`config.mk`:
```
export PLATFORM = sky130hd
export DESIGN_NAME = bitmap_block_allocator_flat
export DESIGN_NICKNAME = d
export VERILOG_FILES = /design/src/rtl/core/bba_pkg.sv /design/src/rtl/core/bba_if.sv /design/src/rtl/core/bba_ffz.sv /design/src/rtl/core/bitmap_block_allocator.sv /design/src/flat_wrapper.sv
export SDC_FILE = /design/constraint.sdc
export NUM_CORES = 2
export LEC_CHECK = 0
export BUFFER_PORTS_ARGS = -buffer_cell sky130_fd_sc_hd__buf_2
export CORE_MARGIN = 2
export CORE_UTILIZATION = 50
export DETAILED_ROUTE_END_ITERATION = 12
export MAX_ROUTING_LAYER = met4
export PLACE_DENSITY = 0.65
export SLEW_MARGIN = 20
export SYNTH_ARGS = -nofsm -noshare
export SYNTH_HDL_FRONTEND = slang
export SYNTH_SLANG_ARGS = --single-unit
```
`constraint.sdc`:
```
create_clock -name clk -period 7.3 [get_ports clk]
set_input_delay 1.46 -clock clk [delete_from_list [all_inputs] [get_ports clk]]
set_output_delay 1.46 -clock clk [all_outputs]
set_load 0.01 [all_outputs]
```
`src/rtl/core/bba_pkg.sv`:
```
// ----------------------------------------------------------------------------
// bba_pkg
// Shared types and constants of the bitmap block allocator.
// ----------------------------------------------------------------------------
package bba_pkg;

  localparam int OPCODE_W  = 3;
  localparam int INDEX_W   = 10;
  localparam int STATUS_W  = 2;
  localparam int LEN_CFG_W = 11;

  localparam logic [LEN_CFG_W-1:0] LEN_CFG_RESET = 11'd1024;

  typedef enum logic [OPCODE_W-1:0] {
    OP_INIT  = 3'd0,
    OP_ALLOC = 3'd1,
    OP_FREE  = 3'd2,
    OP_SET   = 3'd3,
    OP_QUERY = 3'd4
  } opcode_t;

  typedef enum logic [STATUS_W-1:0] {
    ST_OK    = 2'd0,
    ST_FULL  = 2'd1,
    ST_RANGE = 2'd2,
    ST_CLEAR = 2'd3
  } status_t;

  typedef enum logic {
    S_IDLE = 1'b0,
    S_EXEC = 1'b1
  } state_t;

endpackage

```
`src/rtl/core/bba_if.sv`:
```
// ----------------------------------------------------------------------------
// bba_if
// Request, response and configuration channels of the bitmap block allocator.
// ----------------------------------------------------------------------------
interface bba_req_if;
  logic                          valid;
  logic                          ready;
  logic [bba_pkg::OPCODE_W-1:0]  opcode;
  logic [bba_pkg::INDEX_W-1:0]   item_index;
  logic                          bit_value;

  modport source (output valid, opcode, item_index, bit_value, input ready);
  modport sink   (input valid, opcode, item_index, bit_value, output ready);
endinterface

interface bba_rsp_if;
  logic                          valid;
  logic                          ready;
  logic [bba_pkg::INDEX_W-1:0]   result_index;
  logic [bba_pkg::STATUS_W-1:0]  status;
  logic                          bit_state;

  modport source (output valid, result_index, status, bit_state, input ready);
  modport sink   (input valid, result_index, status, bit_state, output ready);
endinterface

interface bba_cfg_if;
  logic                          valid;
  logic                          ready;
  logic [bba_pkg::LEN_CFG_W-1:0] data;

  modport source (output valid, data, input ready);
  modport sink   (input valid, data, output ready);
endinterface

```
`src/rtl/core/bba_ffz.sv`:
```
// ----------------------------------------------------------------------------
// bba_ffz
// Finds the lowest clear bit of a vector.
// ----------------------------------------------------------------------------
module bba_ffz #(
  parameter int W = 64
) (
  input  logic [W-1:0]                    vec,
  output logic [((W > 1) ? $clog2(W) : 1)-1:0] pos,
  output logic                            found
);
  localparam int PW = (W > 1) ? $clog2(W) : 1;

  always_comb begin
    pos   = '0;
    found = 1'b0;
    for (int i = W - 1; i >= 0; i--) begin
      if (!vec[i]) begin
        pos   = PW'(i);
        found = 1'b1;
      end
    end
  end

endmodule

```
`src/rtl/core/bitmap_block_allocator.sv`:
```
// ----------------------------------------------------------------------------
// bitmap_block_allocator
// First-fit bit allocator over a bitmap held in a word memory, with a
// per-word full summary that picks the word for an allocation.
// ----------------------------------------------------------------------------
//  channel  dir  handshake     payload
//  req      in   valid/ready   opcode, item_index, bit_value
//  rsp      out  valid/ready   result_index, status, bit_state
//  cfg      in   valid/ready   data (bits_in_use)
//
// Per request, the accepting edge reads one word of the bitmap memory and
// the execute state modifies it, writes it back and loads the response
// register, as the memory has a single read port. Reset clears the per-word
// valid and full flags, so no clearing pass runs. A new request is accepted
// while a response waits; it stalls in its write back cycle until the
// response register is free. WORD_BITS must be a power of 2 (not checked).
// ----------------------------------------------------------------------------
module bitmap_block_allocator #(
  parameter int MAX_BITS  = 1024,
  parameter int WORD_BITS = 64
) (
  input  logic        clk,
  input  logic        rst,
  bba_req_if.sink     req,
  bba_rsp_if.source   rsp,
  bba_cfg_if.sink     cfg
);
  import bba_pkg::*;

  localparam int NWORDS = (MAX_BITS + WORD_BITS - 1) / WORD_BITS;
  localparam int WBL    = $clog2(WORD_BITS);
  localparam int AW     = (NWORDS > 1) ? $clog2(NWORDS) : 1;
  localparam int LEN_W  = $clog2(MAX_BITS + 1);
  localparam int CW     = (LEN_W > LEN_CFG_W) ? LEN_W : LEN_CFG_W;

  state_t                 state, state_next;
  logic [LEN_CFG_W-1:0]   len_cfg;
  logic [LEN_W-1:0]       active;
  logic [NWORDS-1:0]      word_valid;
  logic [NWORDS-1:0]      word_full;

  logic [WORD_BITS-1:0]   mem [NWORDS];
  logic [WORD_BITS-1:0]   rdata;

  logic [OPCODE_W-1:0]    op;
  logic [INDEX_W-1:0]     idx;
  logic                   val;
  logic [AW-1:0]          addr;
  logic                   alloc_none;
  logic [LEN_W-1:0]       init_len;

  logic                   out_valid;
  logic [INDEX_W-1:0]     out_index;
  status_t                out_status;
  logic                   out_bit;

  logic                   req_fire;
  logic                   exec_done;
  logic [AW-1:0]          free_word;
  logic                   free_found;
  logic [CW-1:0]          free_base;
  logic                   alloc_avail;
  logic [CW-1:0]          req_word_ext;
  logic [AW-1:0]          rd_addr;
  logic [LEN_W-1:0]       len_sat;

  logic [WORD_BITS-1:0]   cur_word;
  logic [WBL-1:0]         bit_pos;
  logic [WORD_BITS-1:0]   bit_mask;
  logic                   in_range;
  logic [WBL-1:0]         zero_pos;
  logic                   zero_found;
  logic [CW-1:0]          grant_ext;
  logic                   grant_ok;
  logic [LEN_W-1:0]       init_last_ext;
  logic [WBL-1:0]         init_rem;
  logic [WORD_BITS-1:0]   init_mask;

  logic                   wr_en;
  logic [AW-1:0]          wr_addr;
  logic [WORD_BITS-1:0]   wr_data;
  logic [INDEX_W-1:0]     res_index;
  status_t                res_status;
  logic                   res_bit;

  bba_ffz #(.W(NWORDS)) u_word_scan (
    .vec   (word_full),
    .pos   (free_word),
    .found (free_found)
  );

  bba_ffz #(.W(WORD_BITS)) u_bit_scan (
    .vec   (cur_word),
    .pos   (zero_pos),
    .found (zero_found)
  );

  // Request side: choose the word to read.
  assign req_fire     = req.valid && req.ready;
  assign free_base    = CW'(free_word) << WBL;
  assign alloc_avail  = free_found && (free_base < CW'(active));
  assign req_word_ext = CW'(req.item_index) >> WBL;
  assign rd_addr      = (req.opcode == OP_ALLOC) ? free_word : req_word_ext[AW-1:0];
  assign len_sat      = (CW'(len_cfg) > CW'(MAX_BITS)) ? LEN_W'(MAX_BITS) : LEN_W'(len_cfg);

  // Execute side.
  assign exec_done     = (state == S_EXEC) && (!out_valid || rsp.ready);
  assign cur_word      = word_valid[addr] ? rdata : '0;
  assign bit_pos       = idx[WBL-1:0];
  assign bit_mask      = WORD_BITS'(1) << bit_pos;
  assign in_range      = CW'(idx) < CW'(active);
  assign grant_ext     = (CW'(addr) << WBL) + CW'(zero_pos);
  assign grant_ok      = !alloc_none && zero_found && (grant_ext < CW'(active));
  assign init_last_ext = (init_len - LEN_W'(1)) >> WBL;
  assign init_rem      = init_len[WBL-1:0];
  assign init_mask     = ~((WORD_BITS'(1) << init_rem) - WORD_BITS'(1));

  always_comb begin
    wr_en      = 1'b0;
    wr_addr    = addr;
    wr_data    = cur_word;
    res_index  = '0;
    res_status = ST_OK;
    res_bit    = 1'b0;
    unique case (op)
      OP_INIT: begin
        if (init_len != '0 && init_rem != '0) begin
          wr_en   = 1'b1;
          wr_addr = init_last_ext[AW-1:0];
          wr_data = init_mask;
        end
      end
      OP_ALLOC: begin
        if (grant_ok) begin
          wr_en     = 1'b1;
          wr_data   = cur_word | (WORD_BITS'(1) << zero_pos);
          res_index = grant_ext[INDEX_W-1:0];
        end else begin
          res_status = ST_FULL;
        end
      end
      OP_FREE: begin
        if (!in_range) begin
          res_status = ST_RANGE;
        end else if ((cur_word & bit_mask) == '0) begin
          res_status = ST_CLEAR;
        end else begin
          wr_en   = 1'b1;
          wr_data = cur_word & ~bit_mask;
        end
      end
      OP_SET: begin
        if (!in_range) begin
          res_status = ST_RANGE;
        end else begin
          wr_en   = 1'b1;
          wr_data = val ? (cur_word | bit_mask) : (cur_word & ~bit_mask);
        end
      end
      OP_QUERY: begin
        if (!in_range) begin
          res_status = ST_RANGE;
        end else begin
          res_bit = |(cur_word & bit_mask);
        end
      end
      default: begin
      end
    endcase
  end

  // Sequencer.
  always_comb begin
    state_next = state;
    unique case (state)
      S_IDLE: begin
        if (req_fire) begin
          state_next = S_EXEC;
        end
      end
      S_EXEC: begin
        if (exec_done) begin
          state_next = S_IDLE;
        end
      end
      default: state_next = S_IDLE;
    endcase
  end

  always_comb begin
    req.ready = 1'b0;
    cfg.ready = 1'b1;
    unique case (state)
      S_IDLE:  req.ready = 1'b1;
      S_EXEC:  req.ready = 1'b0;
      default: req.ready = 1'b0;
    endcase
  end

  always_ff @(posedge clk) begin
    if (rst) begin
      state      <= S_IDLE;
      len_cfg    <= LEN_CFG_RESET;
      active     <= LEN_W'(MAX_BITS);
      word_valid <= '0;
      word_full  <= '0;
      out_valid  <= 1'b0;
    end else begin
      state <= state_next;
      if (cfg.valid && cfg.ready) begin
        len_cfg <= cfg.data;
      end
      if (exec_done) begin
        out_valid <= 1'b1;
      end else if (rsp.ready) begin
        out_valid <= 1'b0;
      end
      if (exec_done) begin
        if (op == OP_INIT) begin
          active     <= init_len;
          word_full  <= '0;
          word_valid <= wr_en ? (NWORDS'(1) << wr_addr) : '0;
        end else if (wr_en) begin
          word_valid[wr_addr] <= 1'b1;
          word_full[wr_addr]  <= &wr_data;
        end
      end
    end
  end

  always_ff @(posedge clk) begin
    if (req_fire) begin
      op         <= req.opcode;
      idx        <= req.item_index;
      val        <= req.bit_value;
      addr       <= rd_addr;
      alloc_none <= !alloc_avail;
      init_len   <= len_sat;
    end
    if (exec_done) begin
      out_index  <= res_index;
      out_status <= res_status;
      out_bit    <= res_bit;
    end
  end

  always_ff @(posedge clk) begin
    if (exec_done && wr_en) begin
      mem[wr_addr] <= wr_data;
    end
    if (req_fire) begin
      rdata <= mem[rd_addr];
    end
  end

  assign rsp.valid        = out_valid;
  assign rsp.result_index = out_index;
  assign rsp.status       = out_status;
  assign rsp.bit_state    = out_bit;

`ifndef SYNTH
  a_accept_exec: assert property (@(posedge clk) disable iff (rst)
    req.valid && req.ready |=> state == S_EXEC)
    else $error("accepted request did not enter execute");

  a_stall_hold: assert property (@(posedge clk) disable iff (rst)
    state == S_EXEC && !exec_done |=> state == S_EXEC && $stable(op) && $stable(addr))
    else $error("stalled request lost its state");

  a_full_index: assert property (@(posedge clk) disable iff (rst)
    rsp.valid && rsp.status == ST_FULL |-> rsp.result_index == '0)
    else $error("full response carries an index");

  a_bit_status: assert property (@(posedge clk) disable iff (rst)
    rsp.valid && rsp.bit_state |-> rsp.status == ST_OK)
    else $error("bit state reported on a failed request");
`endif

endmodule
```
`src/flat_wrapper.sv`:
```
// flat-port wrapper written by rule: the top's interface ports become plain ports
module bitmap_block_allocator_flat import bba_pkg::*;
#(
  parameter int MAX_BITS  = 1024,
  parameter int WORD_BITS = 64
)
  (clk, rst, req_valid, req_opcode, req_item_index, req_bit_value, req_ready, rsp_valid, rsp_result_index, rsp_status, rsp_bit_state, rsp_ready, cfg_valid, cfg_data, cfg_ready);
  bba_req_if req_i ();
  bba_rsp_if rsp_i ();
  bba_cfg_if cfg_i ();
  input  logic clk;
  input  logic rst;
  input wire logic [$bits(req_i.valid)-1:0] req_valid;
  input wire logic [$bits(req_i.opcode)-1:0] req_opcode;
  input wire logic [$bits(req_i.item_index)-1:0] req_item_index;
  input wire logic [$bits(req_i.bit_value)-1:0] req_bit_value;
  output wire logic [$bits(req_i.ready)-1:0] req_ready;
  output wire logic [$bits(rsp_i.valid)-1:0] rsp_valid;
  output wire logic [$bits(rsp_i.result_index)-1:0] rsp_result_index;
  output wire logic [$bits(rsp_i.status)-1:0] rsp_status;
  output wire logic [$bits(rsp_i.bit_state)-1:0] rsp_bit_state;
  input wire logic [$bits(rsp_i.ready)-1:0] rsp_ready;
  input wire logic [$bits(cfg_i.valid)-1:0] cfg_valid;
  input wire logic [$bits(cfg_i.data)-1:0] cfg_data;
  output wire logic [$bits(cfg_i.ready)-1:0] cfg_ready;
  assign req_i.valid = req_valid;
  assign req_i.opcode = req_opcode;
  assign req_i.item_index = req_item_index;
  assign req_i.bit_value = req_bit_value;
  assign req_ready = req_i.ready;
  assign rsp_valid = rsp_i.valid;
  assign rsp_result_index = rsp_i.result_index;
  assign rsp_status = rsp_i.status;
  assign rsp_bit_state = rsp_i.bit_state;
  assign rsp_i.ready = rsp_ready;
  assign cfg_i.valid = cfg_valid;
  assign cfg_i.data = cfg_data;
  assign cfg_ready = cfg_i.ready;
  bitmap_block_allocator #(.MAX_BITS(MAX_BITS), .WORD_BITS(WORD_BITS)) u_core (.clk(clk), .rst(rst), .req(req_i), .rsp(rsp_i), .cfg(cfg_i));
endmodule
```
==> flow_summary.ini <==
[floorplan]
num_io_pins = 46
start_util_pct = 50.2
core_um2 = 107000
die_h_um = 332
fp.dieW_um = 332
die_area_um2 = 110000
rows = 120

[worst_setup_path]
crit_fanout = 16
critPathSlowestCell = nor4_1
required_ns = 7.91
path_cells = mux4_1, o22ai_1, o22ai_4, o211ai_2, inv_1, ha_1, a211oi_1, o21ai_0, a21boi_2, nand3_1, nor3_1, nand2_1, nor3_1, a21boi_0, nor4_1, and4_1, nand4_1, buf_12, o31ai_1
regToRegSetupSlack_ns = 0.80
timing.rr.start = u_core.addr[0]
start_kind = flop
criticalPathCategory = reg2reg
crit_buf_inv = 2
cpMostUsedCell = nor3_1
cp-end-kind = flop
rr_worst_depth = 19
reg2reg_to = u_core.word_full[3]
arrival_ns = 7.11
critical-path-top-delay-family = simple AND/OR/NAND/NOR gates
cpPeakStageDelay_ns = 0.85

[timing]
tightest_slew_ns = 1.24
fin_crit_sh_pct = 89.1
timing_hold_violations_final = 0
relSlewSlack_pct = 17.0
fin_setup_tns_ns = 0
slew_viol_final = 0
rsz0062_at_grt = no
clock.fmax_mhz = 154
period_minus_slack_ns = 6.50
finalSetupViolCount = 0
hold_slack_ns = 0.458
fin_skew_ns = 0.0406

[place]
post-dp-hpwl_um = 146000
dp.cells = 5563
placement.io_buffers = 44
place.gp.congestion = 1.10

[clock_tree]
path_clk_slew_ns = 0.07
cts.htree.levels = 3
cts-root-buf = clkbuf_16
cts_tree = done
cts_setup_buffers = 0
clock_latency_ns = 0.74
ctsLongestPathBuffers = 3
numCtsBuffers = 119
postCtsResizedCells = 0
cts_hold_buf = 0
clock-sinks = 1187

[worst_hold_path]
hold_depth = 2
hold_end = u_core.active[9]
hold_class = reg2reg
min_from = u_core.active[9]

[route]
drt_wl_total_um = 209000
via_per_inst = 6.92
remaining_drc_errors = 0
drt_iter0_markers = 5845
ant_nets = 0
routedWlPerCell_um = 36.1
drtPass1Iterations = 8
vias = 40100

[outcome]
status = complete, no violations

[global_routing]
gr-total-overflow = 0
grt_first_pass_wirelength_um = 293000
antenna_found_initial = 17
grt_pass1_vias = 37700
grt_max_degree = 174
grt_usage_pct = 38.5

[synthesis]
synth_edf_count = 1131
synthArstFlopShare_pct = 0
ys_types = 106
yosysWarnings = 0
ys_seq_elements = 1187
syn_inst = 4194
synth.yosys.seq_area_share_pct = 65.4
ys.flop_type = edfxtp_1
syn_area_um2 = 53600
synth_nets = 4247
syn_area_per_cell_um2 = 12.8

[finish]
fin_cells = 5795
syn_to_final_growth_pct = 12.8
drive_gt1_share_pct = 13.0
finalNetCount = 4334

[pwr]
peakVddDrop_mv = 0.217
total_power_mw = 15.6
power.density_nw_per_um2 = 258
p_leak_nw = 20.3

[job]
max_cap_viol_count = 0
## layer usage
layer  GRT usage (%)  routed length (µm)  part of all wire (%)
met3            6.43               19600                   9.4
met4            15.7               10300                   4.9
met2            56.7               93200                    45
met1            53.5               86300                    41
met5               -                   0                     0
## kinds of logic (layout without fill, tap and decap cells)
kind of cell	after synthesis	count (layout)	synth area share, %
other	1	14	0.00699
and+or+nand+nor	1295	1295	12.8
xor gates and xnor gates	3	3	0.0490
DFF	1187	1187	65.4
AOI/OAI and AO/OA	1117	1117	14.9
adders and majority gates	23	23	0.536
muxes	170	170	3.24
buffers and inverters	398	583	3.04
## Yosys cell counts, types with 42 or more instances
cell | instances | share of area (%)
edfxtp_1 | 1131 | 63
a211oi_1 | 284 | 4.0
nor2_1 | 133 | 0.93
clkbuf_1 | 266 | 1.9
a31oi_1 | 62 | 0.72
nor3_1 | 42 | 0.39
dfxtp_1 | 56 | 2.1
and3_1 | 338 | 3.9
a22oi_1 | 74 | 1.0
a32oi_1 | 67 | 1.1
o21ai_0 | 131 | 1.2
nand3_1 | 90 | 0.84
a21oi_1 | 148 | 1.4
inv_1 | 62 | 0.43
mux2i_1 | 160 | 3.0
nand2_1 | 378 | 2.6
nor4_1 | 82 | 0.96
o211ai_1 | 94 | 1.3
nand4_1 | 50 | 0.58
## sequential cells by signal, summed over array words and instances (netlist names)
signal / cells
u_core.active: 11
u_core.addr: 4
u_core.alloc_none: 1
u_core.idx: 10
u_core.init_len: 11
u_core.len_cfg: 11
u_core.mem: 1024
u_core.op: 3
u_core.rdata: 64
u_core.rsp.bit_state: 1
u_core.rsp.result_index: 10
u_core.rsp.status: 2
u_core.rsp.valid: 1
u_core.state: 1
u_core.val: 1
u_core.word_full: 16
u_core.word_valid: 16
## how the worst max path moves through the flow
stage	startpoint	endpoint	depth (start not counted)
after CTS	u_core.addr[0]	u_core.word_full[11]	19
final	u_core.addr[0]	u_core.word_full[3]	19
after detailed placement	u_core.addr[0]	u_core.word_full[11]	19
after floorplan	req_valid	u_core.addr[0]	1
after global placement	u_core.addr[0]	u_core.word_full[4]	19
after global routing	u_core.addr[0]	u_core.word_full[3]	19
## placed cells by master, fill, tap and decap left out, types with 62 or more instances in the layout
| cell | instances |
|---|---|
| edfxtp_1 | 1131 |
| nand2_1 | 375 |
| and3_1 | 337 |
| a211oi_1 | 282 |
| buf_4 | 229 |
| mux2i_1 | 159 |
| a21oi_1 | 147 |
| nor2_1 | 130 |
| o21ai_0 | 129 |
| clkbuf_16 | 120 |
| o211ai_1 | 94 |
| nand3_1 | 88 |
| nor4_1 | 82 |
| a22oi_1 | 74 |
| a32oi_1 | 67 |
| a31oi_1 | 62 |
## cell type report
cell class,instances,area [µm²]
Clock inverter,69,663
Fill cell,8657,46200
Inverter,67,299
Clock buffer,150,3150
Sequential cell,1187,35100
Multi-Input combinational cell,2609,17100
Timing Repair Buffer,297,2420
Tap cell,1403,1760
Antenna cell,13,32.5
## worst reg2reg max path, stage by stage (launching register included)
cell	delay, ns
edfxtp_1	0.65
mux4_1	0.61
o22ai_1	0.30
o22ai_4	0.24
o211ai_2	0.26
inv_1	0.13
ha_1	0.34
a211oi_1	0.22
o21ai_0	0.19
a21boi_2	0.32
nand3_1	0.23
nor3_1	0.30
nand2_1	0.21
nor3_1	0.26
a21boi_0	0.41
nor4_1	0.85
and4_1	0.28
nand4_1	0.14
buf_12	0.20
o31ai_1	0.26
## power by group
part           switching (mW)  leakage [nW]  total [mW]  internal, mW
combinational            1.36          7.62        1.80         0.445
sequential              0.128          10.8        7.80          7.67
clock                    2.61          1.84        6.01          3.40
total                    4.10          20.3        15.6          11.5
## per-stage QoR
step                      area (µm²)  setup slack (ns)  util [%]
after floorplan                53600              1.19         -
final                          60500             0.798      56.7
after global routing           60500             0.389      56.7
after global placement         56700             0.761      53.1
after detailed placement       56700             0.942      53.1
after CTS                      60500             0.883      56.7
No activity file was read; power rests on OpenSTA's default activity.
